<file path="src/rtl/rgbhd_pkg.sv">
// ----------------------------------------------------------------------------
// rgbhd_pkg
// Shared constants, types and helpers for the per-channel Huffman tree
// builder and decoder.
// ----------------------------------------------------------------------------
package rgbhd_pkg;

  localparam int SymbolCount  = 256;
  localparam int NumCh        = 3;
  localparam int NodeMax      = 2 * SymbolCount - 1;
  localparam int MaxRowPixels = 8192;

  localparam int SymW      = 8;
  localparam int ChW       = 2;
  localparam int FreqW     = 24;
  localparam int CntW      = 32;
  localparam int NodeW     = 9;
  localparam int PprW      = 14;
  localparam int PosW      = 15;
  localparam int VbW       = 4;

  localparam int FreqDepth = 1024;
  localparam int FreqAddrW = 10;
  localparam int ClearLast = NumCh * SymbolCount - 1;
  localparam int SortDepth = SymbolCount;
  localparam int SortAddrW = 8;
  localparam int TreeDepth = NumCh * NodeMax;
  localparam int TreeAddrW = 11;

  // input item modes
  localparam logic [1:0] MODE_LOAD   = 2'd0;
  localparam logic [1:0] MODE_BUILD  = 2'd1;
  localparam logic [1:0] MODE_DECODE = 2'd2;

  localparam logic [ChW-1:0] CH_BAD = 2'd3;

  typedef struct packed {
    logic             internal;
    logic [NodeW-1:0] a;
    logic [NodeW-1:0] b;
  } tree_node_t;

  typedef struct packed {
    logic [CntW-1:0]  cnt;
    logic [NodeW-1:0] node;
  } sort_entry_t;

  typedef struct packed {
    logic                 we;
    logic [TreeAddrW-1:0] addr;
    tree_node_t           data;
  } tree_wr_t;

  typedef struct packed {
    logic [SymW-1:0] value;
    logic            pad;
    logic [ChW-1:0]  ch;
  } result_t;

  typedef logic [NumCh-1:0][NodeW-1:0] root_set_t;

  // flat tree address of a node within its channel's region
  function automatic logic [TreeAddrW-1:0] tree_addr(input logic [ChW-1:0] ch,
                                                     input logic [NodeW-1:0] node);
    return TreeAddrW'(ch) * TreeAddrW'(NodeMax) + TreeAddrW'(node);
  endfunction

endpackage

</file>
<file path="src/rtl/rgbhd_decode.sv">
// ----------------------------------------------------------------------------
// rgbhd_decode
// Bit-serial tree walk, row position tracking and result output stage.
// ----------------------------------------------------------------------------
module rgbhd_decode (
  input  logic                             clk,
  input  logic                             rst,
  input  logic                             start,
  input  logic [rgbhd_pkg::SymW-1:0]       code_in,
  input  logic [rgbhd_pkg::VbW-1:0]        vb_in,
  input  logic                             cfg_we,
  input  logic [rgbhd_pkg::PprW-1:0]       cfg_wdata,
  input  logic                             restart,
  input  rgbhd_pkg::root_set_t             roots,
  output logic [rgbhd_pkg::TreeAddrW-1:0]  tree_raddr,
  input  rgbhd_pkg::tree_node_t            tree_rd,
  output logic                             busy,
  output logic                             out_valid,
  input  logic                             out_ready,
  output rgbhd_pkg::result_t               out_res,
  output logic                             out_last
);

  typedef enum logic [7:0] {
    D_IDLE  = 8'b00000001,
    D_BIT   = 8'b00000010,
    D_CUR   = 8'b00000100,
    D_EVAL  = 8'b00001000,
    D_CHILD = 8'b00010000,
    D_EMIT  = 8'b00100000,
    D_PAD   = 8'b01000000,
    D_FIN   = 8'b10000000
  } dec_state_t;

  dec_state_t state;

  logic [rgbhd_pkg::PprW-1:0]  ppr;
  logic [rgbhd_pkg::PosW-1:0]  pos;
  logic [rgbhd_pkg::ChW-1:0]   mod3;
  logic [rgbhd_pkg::NodeW-1:0] cur;
  logic                        cur_known;
  rgbhd_pkg::tree_node_t       cur_data;
  logic [rgbhd_pkg::NodeW-1:0] child_r;
  logic [rgbhd_pkg::SymW-1:0]  code;
  logic [rgbhd_pkg::VbW-1:0]   vb;
  logic [rgbhd_pkg::VbW-1:0]   bitidx;
  logic [1:0]                  pad_left;
  logic [rgbhd_pkg::SymW-1:0]  emit_sym;
  rgbhd_pkg::result_t          pend;
  logic                        pend_valid;

  logic [rgbhd_pkg::PprW-1:0]  p_cl;
  logic [rgbhd_pkg::PosW-1:0]  data_bytes;
  logic [1:0]                  pad_cnt;
  logic [rgbhd_pkg::PosW-1:0]  new_pos;
  logic [rgbhd_pkg::ChW-1:0]   mod3_next;
  logic                        bit_val;
  logic [rgbhd_pkg::NodeW-1:0] child;
  logic                        can_push;
  logic                        room;
  logic                        push;

  // row geometry from the clamped width
  always_comb begin
    if (ppr == '0) begin
      p_cl = rgbhd_pkg::PprW'(1);
    end else if (ppr > rgbhd_pkg::PprW'(rgbhd_pkg::MaxRowPixels)) begin
      p_cl = rgbhd_pkg::PprW'(rgbhd_pkg::MaxRowPixels);
    end else begin
      p_cl = ppr;
    end
  end

  assign data_bytes = rgbhd_pkg::PosW'(p_cl) + (rgbhd_pkg::PosW'(p_cl) << 1);
  assign pad_cnt    = p_cl[1:0];
  assign new_pos    = pos + 1'b1;
  assign mod3_next  = (mod3 == rgbhd_pkg::ChW'(2)) ? '0 : mod3 + 1'b1;
  assign bit_val    = code[~bitidx[2:0]];
  assign child      = bit_val ? cur_data.b : cur_data.a;
  assign can_push   = !out_valid || out_ready;
  assign room       = !pend_valid || can_push;
  assign push       = pend_valid && can_push && (state inside {D_EMIT, D_PAD, D_FIN});
  assign busy       = (state != D_IDLE);

  // tree read address
  always_comb begin
    case (state)
      D_EVAL:  tree_raddr = rgbhd_pkg::tree_addr(mod3, child);
      default: tree_raddr = rgbhd_pkg::tree_addr(mod3, cur);
    endcase
  end

  // walk sequencer and output stage
  always_ff @(posedge clk) begin
    if (rst) begin
      state      <= D_IDLE;
      ppr        <= rgbhd_pkg::PprW'(1);
      pos        <= '0;
      mod3       <= '0;
      cur        <= '0;
      cur_known  <= 1'b0;
      pend_valid <= 1'b0;
      out_valid  <= 1'b0;
    end else begin
      if (push) begin
        out_valid <= 1'b1;
      end else if (out_ready) begin
        out_valid <= 1'b0;
      end
      if (cfg_we || restart) begin
        pos       <= '0;
        mod3      <= '0;
        cur       <= roots[0];
        cur_known <= 1'b0;
      end
      if (cfg_we) begin
        ppr <= cfg_wdata;
      end
      case (state)
        D_IDLE: begin
          if (start) begin
            code   <= code_in;
            vb     <= (vb_in > rgbhd_pkg::VbW'(8)) ? rgbhd_pkg::VbW'(8) : vb_in;
            bitidx <= '0;
            if (pos >= data_bytes && !cfg_we && !restart) begin
              pos       <= '0;
              mod3      <= '0;
              cur_known <= 1'b0;
            end
            state <= D_BIT;
          end
        end
        D_BIT: begin
          if (bitidx == vb) begin
            state <= D_FIN;
          end else if (cur_known) begin
            state <= D_EVAL;
          end else begin
            state <= D_CUR;
          end
        end
        D_CUR: begin
          cur_data  <= tree_rd;
          cur_known <= 1'b1;
          state     <= D_EVAL;
        end
        D_EVAL: begin
          if (cur_data.internal) begin
            child_r <= child;
            state   <= D_CHILD;
          end else begin
            emit_sym <= cur_data.a[rgbhd_pkg::SymW-1:0];
            state    <= D_EMIT;
          end
        end
        D_CHILD: begin
          if (tree_rd.internal) begin
            cur      <= child_r;
            cur_data <= tree_rd;
            bitidx   <= bitidx + 1'b1;
            state    <= D_BIT;
          end else begin
            emit_sym <= tree_rd.a[rgbhd_pkg::SymW-1:0];
            state    <= D_EMIT;
          end
        end
        D_EMIT: begin
          if (room) begin
            if (pend_valid) begin
              out_res   <= pend;
              out_last  <= 1'b0;
            end
            pend.value <= emit_sym;
            pend.pad   <= 1'b0;
            pend.ch    <= mod3;
            pend_valid <= 1'b1;
            bitidx     <= bitidx + 1'b1;
            cur_known  <= 1'b0;
            if (new_pos >= data_bytes) begin
              pos  <= '0;
              mod3 <= '0;
              cur  <= roots[0];
              if (pad_cnt != '0) begin
                pad_left <= pad_cnt;
                state    <= D_PAD;
              end else begin
                state <= D_BIT;
              end
            end else begin
              pos   <= new_pos;
              mod3  <= mod3_next;
              cur   <= roots[mod3_next];
              state <= D_BIT;
            end
          end
        end
        D_PAD: begin
          if (room) begin
            if (pend_valid) begin
              out_res   <= pend;
              out_last  <= 1'b0;
            end
            pend.value <= '0;
            pend.pad   <= 1'b1;
            pend.ch    <= '0;
            pend_valid <= 1'b1;
            pad_left   <= pad_left - 1'b1;
            if (pad_left == 2'd1) begin
              state <= D_BIT;
            end
          end
        end
        D_FIN: begin
          if (!pend_valid) begin
            state <= D_IDLE;
          end else if (can_push) begin
            out_res    <= pend;
            out_last   <= 1'b1;
            pend_valid <= 1'b0;
            state      <= D_IDLE;
          end
        end
        default: begin
          state <= D_IDLE;
        end
      endcase
    end
  end

endmodule

</file>
<file path="config.mk">
export PLATFORM = sky130hd
export DESIGN_NAME = rgbhd_decode
export DESIGN_NICKNAME = d
export VERILOG_FILES = /design/src/rtl/rgbhd_pkg.sv /design/src/rtl/rgbhd_decode.sv
export SDC_FILE = /design/constraint.sdc
export NUM_CORES = 1
export LEC_CHECK = 0
export BUFFER_PORTS_ARGS = -buffer_cell sky130_fd_sc_hd__buf_2
export CAP_MARGIN = 0
export CORE_MARGIN = 4
export CORE_UTILIZATION = 60
export DETAILED_ROUTE_END_ITERATION = 7
export PLACE_DENSITY = 0.82
export SYNTH_ARGS = -nofsm -noshare
export SYNTH_HDL_FRONTEND = slang
export SYNTH_SLANG_ARGS = --single-unit
</file>
<file path="constraint.sdc">
create_clock -name clk -period 10.95 [get_ports clk]
set_clock_uncertainty 0.2 [all_clocks]
set_input_delay 1.095 -clock clk [delete_from_list [all_inputs] [get_ports clk]]
set_output_delay 1.095 -clock clk [all_outputs]
set_load 0.01 [all_outputs]
</file>
==> impl_results.md <==
- Core Box Area: approximately 0.013 mm2
- DP HPWL: ~14 mm
- Period utilisation layout: 56.4%
- Vias: approximately 6.6k
- Minimum clock period: 6.17 ns
- Nets: around 1,000
- Io pins: slightly above 100
- Total power: ~1.3 mW
- Grt total ovfl: 0
- Max Slew Vio Count: 0
- Post-Synthesis Cell Area: 0.00785 mm2
- Post_cts resized: 0
- Placed Area: 0.00831 mm2
- Max Root-Sink Buffers: 2
- 1st-pass router iterations: 8
- Slew headroom: approximately a quarter
- Slowest cell on the critical path: or4_1
- Dpl cells: roughly 1.0k
- H-tree depth: 4
- Synthesized Nets: 913
- Final setup viols: 0
- Drt wl/cell: about 18 um
- Peak VDD IR: 0.000131 V
- Initial antenna violation count: 0
- Synth area leader: edfxtp_1
- Hold slack: around 0.22 ns
- Worst hold path type: flop to flop
- FP Rows: between 40 and 50
- Buf+Inv Stages, Crit Path: 2
- Worst Path Required: approximately 9.7 ns
- Die area: 0.0150 mm2
- Synth Instances: about 800
- First-pass GRT wire length: 30.8 mm
- Finished Cell Area: just under 0.009 mm2
- CTS Root Cell: clkbuf_16
- GRT Total Usage: between 20% and 30%
- Die Width: ~120 um
- Synth Flop Type: edfxtp_1
- Top post-synthesis cells by area: edfxtp_1 29%, dfxtp_1 13%, ha_1 7.3%, nand2_1 3.7%, a21oi_1 3.4%
- Share of layout cells above drive strength 1: 21.6%
- Syn Area/Cell: ~10 um2
- Post-CTS Setup Bufs: 0
- Register area share after synthesis: 42.5%
- Worst EP arrival: 4.88 ns
- DRC: 1
- Worst path max stage delay: ~0.55 ns
- Cells along the critical path: or4_1, nor3_1, nand3b_1, mux2_2, ha_1, inv_1, fa_1, nor2b_1, o21ai_0, a21boi_0, o21ai_0, a21boi_0, o21ai_0, nand2_1, a21o_1, nand2_1, xnor2_1, buf_2
- Power Dens Cells: approximately 150 mW/mm2
- Multi-input logic area: about 0.0041 mm2
- Count of final hold-check violations: 0
- Clock sinks: 128
- Number of buffers added on ports: a little over 100
- Clock Latency Late Sink: between 0.4 and 0.5 ns
- RSZ-0062 raised after global routing: false
- Number of inserted diodes: 0
- ANT nets after route: 0
- Post-CTS Hold Fix Bufs: 0
- CP delay by family, top: simple AND/OR/NAND/NOR gates
- Crit path max fanout: 14
- Post-synth ARST share: 0%
- Layout Cells excl Fill: 1,056
- Vias per Instance: 6.23
- Final Wtd Congestion: a little over 1
- Initial Utilization: a little over 60%
- CTS clk-pin slew, worst paths: 0.06 ns
- Setup TNS: 0 ns
- EDFF count, synth: 77
- Status: finished, violations left
- Max Cap Viol: 0
- Die Ht: between 100 and 150 um
- Pin count of the biggest net entering global routing: 38
- Netlist cell types: 87
- Share of the synthesized area in the top cell type: 29.5%
- Max Fclk: ~160 MHz
- CTS tree: done
- Failing checks: design-rule violations
- Worst setup EP type: output pin
- Leak: 3.77 nW
- Kind of critical path: flop to output pin
- Fill cells: around 950
- Final WL: roughly 19 mm
- Worst path most repeated cell: o21ai_0
- Flops & latches, synth: roughly 130
- Detailed router's first-iteration violation count: between 500 and 600
- Yosys warnings: 0
- FF+latch area: between 0.003 and 0.004 mm2
- Vias in the first global route: between 6k and 7k
- CTS Buf Count: 17
- Crit start category: flop
- Slew @ Worst Pin: ~1.1 ns
- Synth-to-layout area growth: 13.4%
[worst register-to-register path, stage by stage (launching register included)]
cell and delay (ns):
dfxtp_1 0.45, nor4_1 0.44, nand3_1 0.12, a21oi_1 0.37, ha_1 0.34, ha_1 0.32
o21ai_1 0.11, a22oi_2 0.40, o21ai_0 0.13, o21ai_0 0.23, xor2_1 0.17, nand2_1 0.10
ha_1 0.21, a2111o_1 0.29, a31oi_1 0.14, o21ai_0 0.10, a221o_1 0.34, o21ai_0 0.22
a21oi_2 0.10, a2111oi_2 0.36, or2_1 0.57, mux2_2 0.26
[per-layer routing]
layer / global-route usage (%) / routed length, um
met5: 0 / 0
met4: 14.5 / 853
met3: 6.08 / 1450
met2: 45.4 / 9390
met1: 29.9 / 7520
[cell usage after synthesis (10+ instances only)]
library cell  count
nor3_1           20
ha_1             46
xnor2_1          20
mux2i_1          25
nand2_1          77
dfxtp_1          51
nand3_1          14
nor2b_1          14
nor2_1           61
nand4_1          10
inv_1            28
edfxtp_1         77
xor2_1           13
a21oi_1          54
and2_1           11
mux2_2           18
clkbuf_1         17
o21ai_0          41
[registers in the layout, summed over array words and instances (netlist names), 2 cells and up]
signal and flops:
cur_data 19, pos 15, ppr 14, out_res 11
pend 11, child_r 9, cur 9, code 8
emit_sym 8, state 8, bitidx 4, vb 4
mod3 2, pad_left 2
[cell usage in the layout, fill, tap and decap left out, types with 7 or more instances in the layout]
cell type / n
nor2_1: 61
inv_1: 28
nand3_1: 14
o22ai_1: 8
mux2_2: 18
a22o_1: 8
nand4_1: 10
a22oi_1: 9
a21o_1: 7
edfxtp_1: 77
and2_1: 11
nor2b_1: 14
a21oi_1: 53
buf_2: 102
ha_1: 46
a31oi_1: 8
dfxtp_1: 51
nand2_1: 77
mux2i_1: 25
xnor2_1: 20
nor3_1: 19
o21ai_0: 41
and3_1: 9
xor2_1: 13
clkbuf_16: 17
[cells by family (layout without fill, tap and decap cells)]
| logic type | count (synthesis) | in the layout | synth area share, % |
|---|---|---|---|
| simple gates | 263 | 263 | 17.1 |
| compound gates | 200 | 200 | 17.4 |
| flops | 128 | 128 | 42.5 |
| buf+inv | 71 | 167 | 5.15 |
| fa+ha+maj | 47 | 47 | 7.59 |
| mux | 45 | 45 | 6.35 |
| xor+xnor | 34 | 34 | 3.89 |
[power by group]
part	switching, mW	internal (mW)	leakage, nW
clock	0.225	0.337	0.276
sequential	0.0175	0.526	1.12
combinational	0.103	0.0823	2.38
total	0.346	0.946	3.77
[final timing paths]
path	from	to	slack, ns	depth (start not counted)
max	state[5]	tree_raddr[10]	4.78	18
min	pend[4]	out_res[4]	0.22	0
max reg2reg	ppr[4]	pos[0]	4.93	21
min reg2reg	pend[4]	out_res[4]	0.22	0
[per-stage QoR]
step / setup WS (ns) / util [%]
global route: 4.44 / 69.9
floorplan: 5.78 / -
finish: 4.78 / 69.9
CTS: 4.82 / 69.9
detailed placement: 5.06 / 65.3
global placement: 5.35 / 65.3
[layout make-up]
class	instances	share of cell area, %
clock inverters	15	1.79
flip-flops and latches	128	37.5
clock buffers	17	4.78
well taps	172	2.42
repair buffers	105	5.99
multi-input cells	589	46.3
inverters	30	1.27
Power figures use the tool's default switching activity.
