### src/rtl/rgbhd_ram.sv
// ----------------------------------------------------------------------------
// rgbhd_ram
// Generic simple dual-port RAM, one write port, one registered read port.
// ----------------------------------------------------------------------------
module rgbhd_ram #(
  parameter int Width = 8,
  parameter int Depth = 16
) (
  input  logic                     clk,
  input  logic                     we,
  input  logic [$clog2(Depth)-1:0] waddr,
  input  logic [Width-1:0]         wdata,
  input  logic [$clog2(Depth)-1:0] raddr,
  output logic [Width-1:0]         rdata
);

  logic [Width-1:0] mem [Depth];

  // write port and registered read
  always_ff @(posedge clk) begin
    if (we) begin
      mem[waddr] <= wdata;
    end
    rdata <= mem[raddr];
  end

endmodule

### config.mk
export PLATFORM = sky130hd
export DESIGN_NAME = rgbhd_ram
export DESIGN_NICKNAME = d
export VERILOG_FILES = /design/src/rtl/rgbhd_ram.sv
export SDC_FILE = /design/constraint.sdc
export NUM_CORES = 1
export LEC_CHECK = 0
export BUFFER_PORTS_ARGS = -buffer_cell sky130_fd_sc_hd__buf_2
export CORE_MARGIN = 4
export CORE_UTILIZATION = 28
export DETAILED_ROUTE_END_ITERATION = 10
export PLACE_DENSITY_LB_ADDON = 0.25
export SETUP_SLACK_MARGIN = 0.1
export SLEW_MARGIN = 20
export SYNTH_ARGS = -nofsm -noshare
export SYNTH_HDL_FRONTEND = slang
export SYNTH_SLANG_ARGS = --single-unit
### constraint.sdc
create_clock -name clk -period 3.95 [get_ports clk]
set_input_delay 0.5925 -clock clk [delete_from_list [all_inputs] [get_ports clk]]
set_output_delay 0.5925 -clock clk [all_outputs]
set_load 0.005 [all_outputs]
==> metrics.md, run 1 <==
| Metric | Value |
|---|---|
| Die Span Y | `about 140 um` |
| Worst R2R End | `rdata[4]` |
| 1st-pass router iterations | `8` |
| Vias in the first global route | `2499` |
| Placed cell count | `478` |
| Cells after Synth | `229` |
| Library cells used by synthesis | `19` |
| Final Hold Vio Count | `0` |
| Initial Utilization | `28.6%` |
| Post-route core utilization | `between 30 and 40%` |
| Clk pwr share | `45.3%` |
| Internal power | `approximately 2.6 mW` |
| Min Tclk post-route | `around 2.2 ns` |
| Sequential element share of the synthesized area | `77.8%` |
| Proportion of layout cells with a drive suffix above 1 | `26.8%` |
| Die X | `144 um` |
| P_sw | `roughly 0.65 mW` |
| Full die area | `20600 um^2` |
| Worst setup path startpoint | `raddr[0]` |
| Max frequency | `between 400 and 500 MHz` |
| CTS buffer count | `17` |
| DP HPWL | `~6700 um` |
| Residual DRC | `0` |
| Vias per cell | `4.65` |
| Combinational share of power | `under 10%` |
| # fillers | `about 1700` |
| RSZ-0062 raised after global routing | `false` |
| Worst-path clk slew | `0.06 ns` |
| Area delta synth->final | `17.7%` |
| Startpoint Class | `primary input` |
| Most frequent cells in the layout | `edfxtp_1 (128), buf_2 (25), mux4_2 (18)` |
| Kind of critical path | `in2reg` |
| Floorplan row count | `49` |
| Lkg Pwr | `1.98 nW` |
| Worst-Skew Late Latency | `0.40 ns` |
| Bufs on Longest Clock Path | `2` |
| Hold Slack | `0.573 ns` |
| Power density cells | `about 530 nW/um^2` |
| Worst relative slew slack | `33.0%` |
| Worst r2r path cells | `3` |
| Grt ovf | `0` |
| Core Area | `roughly 18000 um^2` |
| Htree depth | `4` |
| Setup bufs post-CTS | `0` |
| Max-cap violation count | `0` |
| Min setup slack post-route | `~1.8 ns` |
| CTS Root Cell | `clkbuf_16` |
| Commonest non-fill, non-tap cell in the layout | `edfxtp_1` |
| Crit share post-route | `a little over half` |
| Largest net degree at the start of global routing | `33` |
| Setup TNS | `0 ns` |
| CTS Sinks | `136` |
| Worst-Margin Slew | `1.00 ns` |
| Setup violations, final | `0` |
| Pre-CTS setup slack | `roughly 1.3 ns` |
| Worst R2R Start | `mem[3][4]` |
| Maximum vdd drop | `0.360 mV` |
| Skew final | `0.00471 ns` |
| Non-Filler Instances | `509` |
| Fraction of power spent switching nets | `20.1%` |
| Hold WC Path Type | `in2reg` |
| CTS tree | `yes` |
| CTS Hold Bufs | `0` |
| Placement-stage cell area | `around 5500 um^2` |
| Vias | `around 2400` |
| Syn_area_per_cell | `22.5 um^2` |
| CP arrival | `between 2 and 2.5 ns` |
| CP max FO | `27` |
| Post-CTS sizing | `0` |
| DR WL/cell | `21.4 um` |
| Detail Route Antenna Nets | `0` |
| Initial antenna violation count | `1` |
| Placer Congestion | `around 0.7` |
| First-pass GRT wire length | `16600 um` |
| Final WL | `10900 um` |
| Layout net count | `286` |
| Pwr Total | `roughly 3.2 mW` |
| Register bit count reported by yosys | `136` |
| Finished layout cell area | `between 6000 and 7000 um^2` |
| Status | `complete, no violations` |
| Buffers on Ports | `25` |
| Final Max Tran Viols | `0` |
| Yosys warnings | `0` |
| Worst reg2reg setup slack | `2.50 ns` |
| Iter 0 DRT Violations | `195` |
| Synth Cell Area | `5150 um^2` |
| Reg power frac | `50.2%` |
| Synthesized Nets | `247` |
| Ant. Diodes | `0` |
| Worst path required time | `around 4.2 ns` |
| Tot GR Track Use | `a little under an eighth` |
| # IOs | `26` |
| CP endpoint | `rdata[2]` |
| Crit end category | `flop` |
-- power groups by stage --
stage               Sequential, mW  Combinational (mW)  Clock (mW)
floorplan                     1.65              0.0819           0
global placement              1.65               0.147           0
detailed placement            1.65               0.149           0
CTS                           1.62               0.150        1.50
global route                  1.63               0.161        1.57
finish                        1.62               0.146        1.46
-- per-layer routing --
| metal | part of all wire (%) | global-route usage [%] | wire length [um] |
|---|---|---|---|
| met1 | 49 | 16.6 | 5340 |
| met2 | 44 | 16.1 | 4820 |
| met3 | 6.0 | 4.06 | 657 |
| met4 | 0.47 | 3.32 | 51 |
| met5 | 0.064 | 0 | 7 |
-- state kept, by name, indices dropped and copies added (netlist names) --
register	cells
mem	128
rdata	8
-- Yosys cell counts --
| master | number | area (um^2) |
|---|---|---|
| or3b_2 | 1 | 8.76 |
| dfxtp_1 | 8 | 160 |
| clkdlybuf4s25_2 | 3 | 30.0 |
| nand2b_1 | 2 | 12.5 |
| mux4_1 | 14 | 368 |
| nor2b_1 | 1 | 6.26 |
| and2b_1 | 1 | 7.51 |
| buf_6 | 3 | 33.8 |
| buf_4 | 1 | 7.51 |
| nor3_1 | 4 | 20.0 |
| nand3b_1 | 2 | 15.0 |
| mux4_2 | 18 | 405 |
| buf_2 | 3 | 15.0 |
| a22oi_1 | 16 | 120 |
| and2_1 | 1 | 6.26 |
| nand2_1 | 9 | 33.8 |
| nor2_1 | 13 | 48.8 |
| nand3_1 | 1 | 5.00 |
| edfxtp_1 | 128 | 3840 |
-- layout make-up --
cell class	instances	area (um^2)	share of cell area (%)
timing repair buffer	30	163	2.68
clock buffer	19	433	7.15
sequential	136	4000	66.1
multi-input combinational	83	1060	17.5
clock inverter	12	110	1.82
tap	229	287	4.73
-- critical path: stages --
cell and delay (ns):
buf_2 0.69, buf_4 0.28, mux4_1 0.55, a22oi_1 0.25
nand2_1 0.08
-- cells by family (layout without fill, tap and decap cells) --
| kind of cell | after synthesis | count (layout) | synth area share, % |
|---|---|---|---|
| DFF | 136 | 136 | 77.8 |
| and+or+nand+nor | 35 | 35 | 3.18 |
| muxes | 32 | 32 | 15.0 |
| AOI/OAI and AO/OA | 16 | 16 | 2.33 |
| buffers and inverters | 10 | 61 | 1.68 |
-- worst min-delay path by stage --
stage | start | endpoint | slack, ns | cells after the start
5_1_grt | wdata[5] | mem[15][5] | 0.57 | 1
2_1_floorplan | mem[7][0] | rdata[0] | 0.63 | 3
6_report | wdata[4] | mem[15][4] | 0.57 | 1
4_1_cts | wdata[4] | mem[14][4] | 0.56 | 1
3_5_place_dp | mem[15][6] | rdata[6] | 0.67 | 3
3_3_place_gp | mem[14][1] | rdata[1] | 0.66 | 3
No activity file was read; power rests on OpenSTA's default activity.
==> run 2, diff against run 1 <==
==> constraint.sdc (replaced) <==
create_clock -name clk -period 2.19 [get_ports clk]
set_input_delay 0.3285 -clock clk [delete_from_list [all_inputs] [get_ports clk]]
set_output_delay 0.3285 -clock clk [all_outputs]
set_load 0.005 [all_outputs]
==> metrics.md, run 2 (synthesis results as in run 1) <==
| Metric | Value |
|---|---|
| Status | `complete, no violations` |
| CTS Sinks | `136 (unchanged)` |
| Bufs on Longest Clock Path | `2 (unchanged)` |
| DR WL/cell | `20.8 um (-2.8%)` |
| Startpoint Class | `flop` |
| Grt ovf | `0 (unchanged)` |
| RSZ-0062 raised after global routing | `false` |
| Non-Filler Instances | `531 (+4.3%)` |
| CTS tree | `yes` |
| Die X | `144 um (unchanged)` |
| Placement-stage cell area | `5690 um^2 (+3.2%)` |
| Initial Utilization | `28.6% (unchanged)` |
| Crit share post-route | `67.7%` |
| Layout net count | `307 (+7.3%)` |
| Min Tclk post-route | `approximately 1.5 ns` |
| First-pass GRT wire length | `16900 um (+1.8%)` |
| CTS buffer count | `17 (unchanged)` |
| Placed cell count | `499 (+4.4%)` |
| Most frequent cells in the layout | `edfxtp_1 (128), buf_2 (25), buf_4 (24)` |
| Min setup slack post-route | `0.707 ns (-1.07 ns)` |
| Largest net degree at the start of global routing | `24 (-27%)` |
| CP max FO | `1 (-96%)` |
| Core Area | `18000 um^2 (unchanged)` |
| Buffers on Ports | `25 (unchanged)` |
| Tot GR Track Use | `11.7% (+0.29 points)` |
| # IOs | `26 (unchanged)` |
| Setup TNS | `0 ns (unchanged)` |
| Vias per cell | `4.60 (-1.0%)` |
| Placer Congestion | `0.684 (-2.0%)` |
| Worst R2R Start | `mem[4][2]` |
| Iter 0 DRT Violations | `175 (-10%)` |
| Worst-path clk slew | `0.06 ns (about the same)` |
| Kind of critical path | `reg2reg` |
| Detail Route Antenna Nets | `0 (unchanged)` |
| Post-route core utilization | `34.6% (+0.95 points)` |
| Crit end category | `flop` |
| Worst-Margin Slew | `0.565 ns (-0.437 ns)` |
| Worst setup path startpoint | `mem[4][2]` |
| Hold WC Path Type | `in2reg` |
| Initial antenna violation count | `0 (-1)` |
| Max FFs per register | `128 (unchanged)` |
| Hold Slack | `0.308 ns (-0.265 ns)` |
| Power density cells | `925 nW/um^2 (+73%)` |
| Max-cap violation count | `0 (unchanged)` |
| Vias | `2445 (+3.3%)` |
| Die Span Y | `144 um (unchanged)` |
| Max frequency | `674 MHz` |
| Final Hold Vio Count | `0 (unchanged)` |
| Residual DRC | `0 (unchanged)` |
| Skew final | `0.00629 ns (+0.00158 ns)` |
| Proportion of layout cells with a drive suffix above 1 | `32.5% (+5.7 points)` |
| Maximum vdd drop | `0.553 mV (+54%)` |
| Post-CTS sizing | `0 (unchanged)` |
| Worst hold path startpoint | `wdata[3]` |
| Pre-CTS setup slack | `0.233 ns (-1.06 ns)` |
| Largest Register | `mem` |
| Met3 usage | `3.59% (-0.47 points)` |
| Ant. Diodes | `0 (unchanged)` |
| DP HPWL | `7250 um (+8.1%)` |
| Setup violations, final | `0 (unchanged)` |
| Final WL | `11000 um (+1.4%)` |
| Vias in the first global route | `2663 (+6.6%)` |
| Worst path required time | `2.48 ns (-1.76 ns)` |
| Final Max Tran Viols | `0 (unchanged)` |
| Pwr Total | `5.76 mW (+78%)` |
| Finished layout cell area | `6230 um^2 (+2.8%)` |
| GR Util met1 | `16.7% (+0.083 points)` |
| Lkg Pwr | `2.11 nW (+6.3%)` |
| Worst-Skew Late Latency | `0.41 ns (about the same)` |
| Worst relative slew slack | `62.4% (+29 points)` |
| Met2 Use GR | `17.1% (+1.0 points)` |
| 1st-pass router iterations | `6 (-2)` |
| CTS Root Cell | `clkbuf_16` |
| Area delta synth->final | `21.0%` |
| Setup bufs post-CTS | `0 (unchanged)` |
| Most Crowded Layer GR | `met2` |
| CP arrival | `1.77 ns (-0.69 ns)` |
| Htree depth | `4 (unchanged)` |
| Full die area | `20600 um^2 (unchanged)` |
| Commonest non-fill, non-tap cell in the layout | `edfxtp_1` |
| CTS Hold Bufs | `0 (unchanged)` |
| Floorplan row count | `49 (unchanged)` |
| Largest registers | `mem x128, rdata x8` |
## run 2: cell count changes in the layout (fill, tap and decap cells not counted), sizes merged
cell      change
buf          +21
clkbuf        +4
bufinv        -2
clkinvlp      -1
## run 2: cell type report
class / instances / area [um^2]
repair buffers: 51 / 345
flip-flops and latches: 136 / 4000
multi-input cells: 83 / 1060
clock buffers: 23 / 488
clock inverters: 9 / 48.8
well taps: 229 / 287
fillers: 1725 / 11800
## run 2: path summary, 6_finish.rpt
path / end / slack [ns] / depth (start not counted)
setup / recovery: rdata[2] / 0.71 / 3
hold / removal: mem[2][3] / 0.31 / 1
setup reg to reg: rdata[2] / 0.71 / 3
hold reg to reg: rdata[1] / 0.67 / 3
## run 2: report_power, final
| part | total (mW) | switching (mW) | internal, mW |
|---|---|---|---|
| registers | 2.93 | 0.0166 | 2.91 |
| clock network | 2.55 | 1.00 | 1.55 |
| logic | 0.283 | 0.160 | 0.122 |
## run 2: critical path, stage by stage (launching register included)
cell,delay (ns)
edfxtp_1,0.37
mux4_1,0.55
a22oi_1,0.33
nand2_1,0.11
## run 2: layer usage
layer	routed length, um	part of all wire, %
met1	5420	49
met2	5000	45
met3	506	4.6
met4	111	1.0
met5	0	0
==> run 3, diff against run 2 <==
==> constraint.sdc (replaced) <==
create_clock -name clk -period 1.3 [get_ports clk]
set_input_delay 0.195 -clock clk [delete_from_list [all_inputs] [get_ports clk]]
set_output_delay 0.195 -clock clk [all_outputs]
set_load 0.005 [all_outputs]
==> metrics.md, run 3 (synthesis results as in run 1) <==
| Metric | Value |
|---|---|
| Status | `complete, no violations` |
| Setup violations, final | `0 (unchanged)` |
| # IOs | `26 (unchanged)` |
| Buffers on Ports | `25 (unchanged)` |
| Final Max Tran Viols | `0 (unchanged)` |
| Crit share post-route | `98.0% (+30 points)` |
| RSZ-0062 raised after global routing | `true` |
| Worst path required time | `1.60 ns (-0.88 ns)` |
| Combinational share of power | `5.4% (+0.5 points)` |
| DP HPWL | `7060 um (-2.7%)` |
| Max frequency | `785 MHz (+16%)` |
| Htree depth | `4 (unchanged)` |
| Ant. Diodes | `0 (unchanged)` |
| Setup TNS | `0 ns (unchanged)` |
| Final Hold Vio Count | `0 (unchanged)` |
| Largest registers | `mem x128, rdata x8` |
| Bufs on Longest Clock Path | `2 (unchanged)` |
| Die X | `144 um (unchanged)` |
| Placer Congestion | `0.708 (+3.6%)` |
| Pwr Total | `10.1 mW (+75%)` |
| Max FFs per register | `128 (unchanged)` |
| CTS tree | `yes` |
| Min setup slack post-route | `0.0259 ns (-0.681 ns)` |
| Fraction of power spent switching nets | `19.6% (-0.89 points)` |
| Worst-Skew Late Latency | `0.41 ns (about the same)` |
| Residual DRC | `0 (unchanged)` |
| Die Span Y | `144 um (unchanged)` |
| CTS buffer count | `17 (unchanged)` |
| # fillers | `1694 (-1.8%)` |
| Kind of critical path | `reg2reg` |
| Vias | `2439 (-0.25%)` |
| Full die area | `20600 um^2 (unchanged)` |
| Detail Route Antenna Nets | `0 (unchanged)` |
| Final WL | `10700 um (-3.4%)` |
| Maximum vdd drop | `0.857 mV (+55%)` |
| Power density cells | `1560 nW/um^2 (+69%)` |
| Min Tclk post-route | `1.27 ns (-0.209 ns)` |
| CTS Hold Bufs | `0 (unchanged)` |
| Tot GR Track Use | `11.3% (-0.40 points)` |
| Finished layout cell area | `6460 um^2 (+3.6%)` |
| CP max FO | `1 (unchanged)` |
| 1st-pass router iterations | `4 (-2)` |
| Hold WC Path Type | `in2reg` |
| Grt ovf | `0 (unchanged)` |
| Floorplan row count | `49 (unchanged)` |
| First-pass GRT wire length | `16100 um (-4.3%)` |
| Worst-path clk slew | `0.06 ns (about the same)` |
| Largest net degree at the start of global routing | `17 (-29%)` |
| Worst relative slew slack | `37.6% (-25 points)` |
| Area delta synth->final | `25.4%` |
| Hold Slack | `0.165 ns (-0.143 ns)` |
| Iter 0 DRT Violations | `172 (-1.7%)` |
| Reg power frac | `48.9% (-1.9 points)` |
| Initial antenna violation count | `1 (+1)` |
| Most frequent cells in the layout | `edfxtp_1 (128), mux4_2 (32), buf_2 (25)` |
| Non-Filler Instances | `538 (+1.3%)` |
| Core Area | `18000 um^2 (unchanged)` |
| Commonest non-fill, non-tap cell in the layout | `edfxtp_1` |
| CTS Sinks | `136 (unchanged)` |
| Startpoint Class | `flop` |
| Pre-CTS setup slack | `-0.426 ns (-0.659 ns)` |
| Internal power | `8.12 mW (+77%)` |
| Worst-Margin Slew | `0.933 ns (+0.369 ns)` |
| Layout net count | `315 (+2.6%)` |
| Clk pwr share | `45.7% (+1.4 points)` |
| Crit end category | `flop` |
| DR WL/cell | `19.8 um (-4.6%)` |
| Placement-stage cell area | `5860 um^2 (+2.9%)` |
| Lkg Pwr | `2.14 nW (+1.4%)` |
| Post-route core utilization | `35.8% (+1.3 points)` |
| Vias in the first global route | `2686 (+0.86%)` |
| CTS Root Cell | `clkbuf_16` |
| Proportion of layout cells with a drive suffix above 1 | `43.0% (+11 points)` |
| Skew final | `0.00395 ns (-0.00234 ns)` |
| Max-cap violation count | `0 (unchanged)` |
| Placed cell count | `507 (+1.6%)` |
| P_sw | `1.98 mW (+68%)` |
| Largest Register | `mem` |
| Vias per cell | `4.53 (-1.5%)` |
| Initial Utilization | `28.6% (unchanged)` |
| CP arrival | `1.57 ns (-0.20 ns)` |
-- run 3: cell types whose count changed in the layout (fill, tap and decap cells not counted), sizes merged --
cell | before | now
buf | 51 | 59
clkbuf | 23 | 19
bufinv | 0 | 3
-- run 3: power groups by stage --
stage	logic, mW	clock network, mW	registers, mW
after detailed placement	0.542	0	5.03
after global routing	0.596	4.94	4.94
after global placement	0.534	0	5.02
after floorplan	0.279	0	5.02
after CTS	0.554	4.72	4.94
final	0.543	4.62	4.94
-- run 3: metal layers --
layer / track usage (%) / vias up / routed length (um)
met1: 14.4 / 1259 / 4620
met3: 3.83 / 17 / 694
li1: - / 1096 / -
met4: 4.01 / 2 / 143
met2: 18.0 / 65 / 5190
met5: 0 / - / 13
-- run 3: worst paths after layout --
kind,startpoint,depth (start not counted),slack [ns],end
max,mem[7][2],3,0.03,rdata[2]
min,wdata[4],1,0.16,mem[8][4]
max reg2reg,mem[7][2],3,0.03,rdata[2]
min reg2reg,mem[8][3],3,0.69,rdata[3]
-- run 3: timing repair --
item	in CTS	in global routing
gates cloned	0	0
setup buffers	0	0
endpoints found under the setup margin	8	8
gates resized for setup	6	3
pin swaps	2	0
-- run 3: area by class of cell --
cell class | count | area, um^2 | share of cell area, %
Clock buffer | 19 | 433 | 6.71
Clock inverter | 12 | 134 | 2.07
Multi-Input combinational cell | 83 | 1090 | 16.9
Sequential cell | 136 | 4000 | 62.0
Tap cell | 229 | 287 | 4.44
Timing Repair Buffer | 59 | 505 | 7.83
-- run 3: critical path, stage by stage (launching register included) --
cell and delay (ns):
edfxtp_1 0.36, mux4_2 0.50, a22oi_2 0.22, nand2_2 0.08
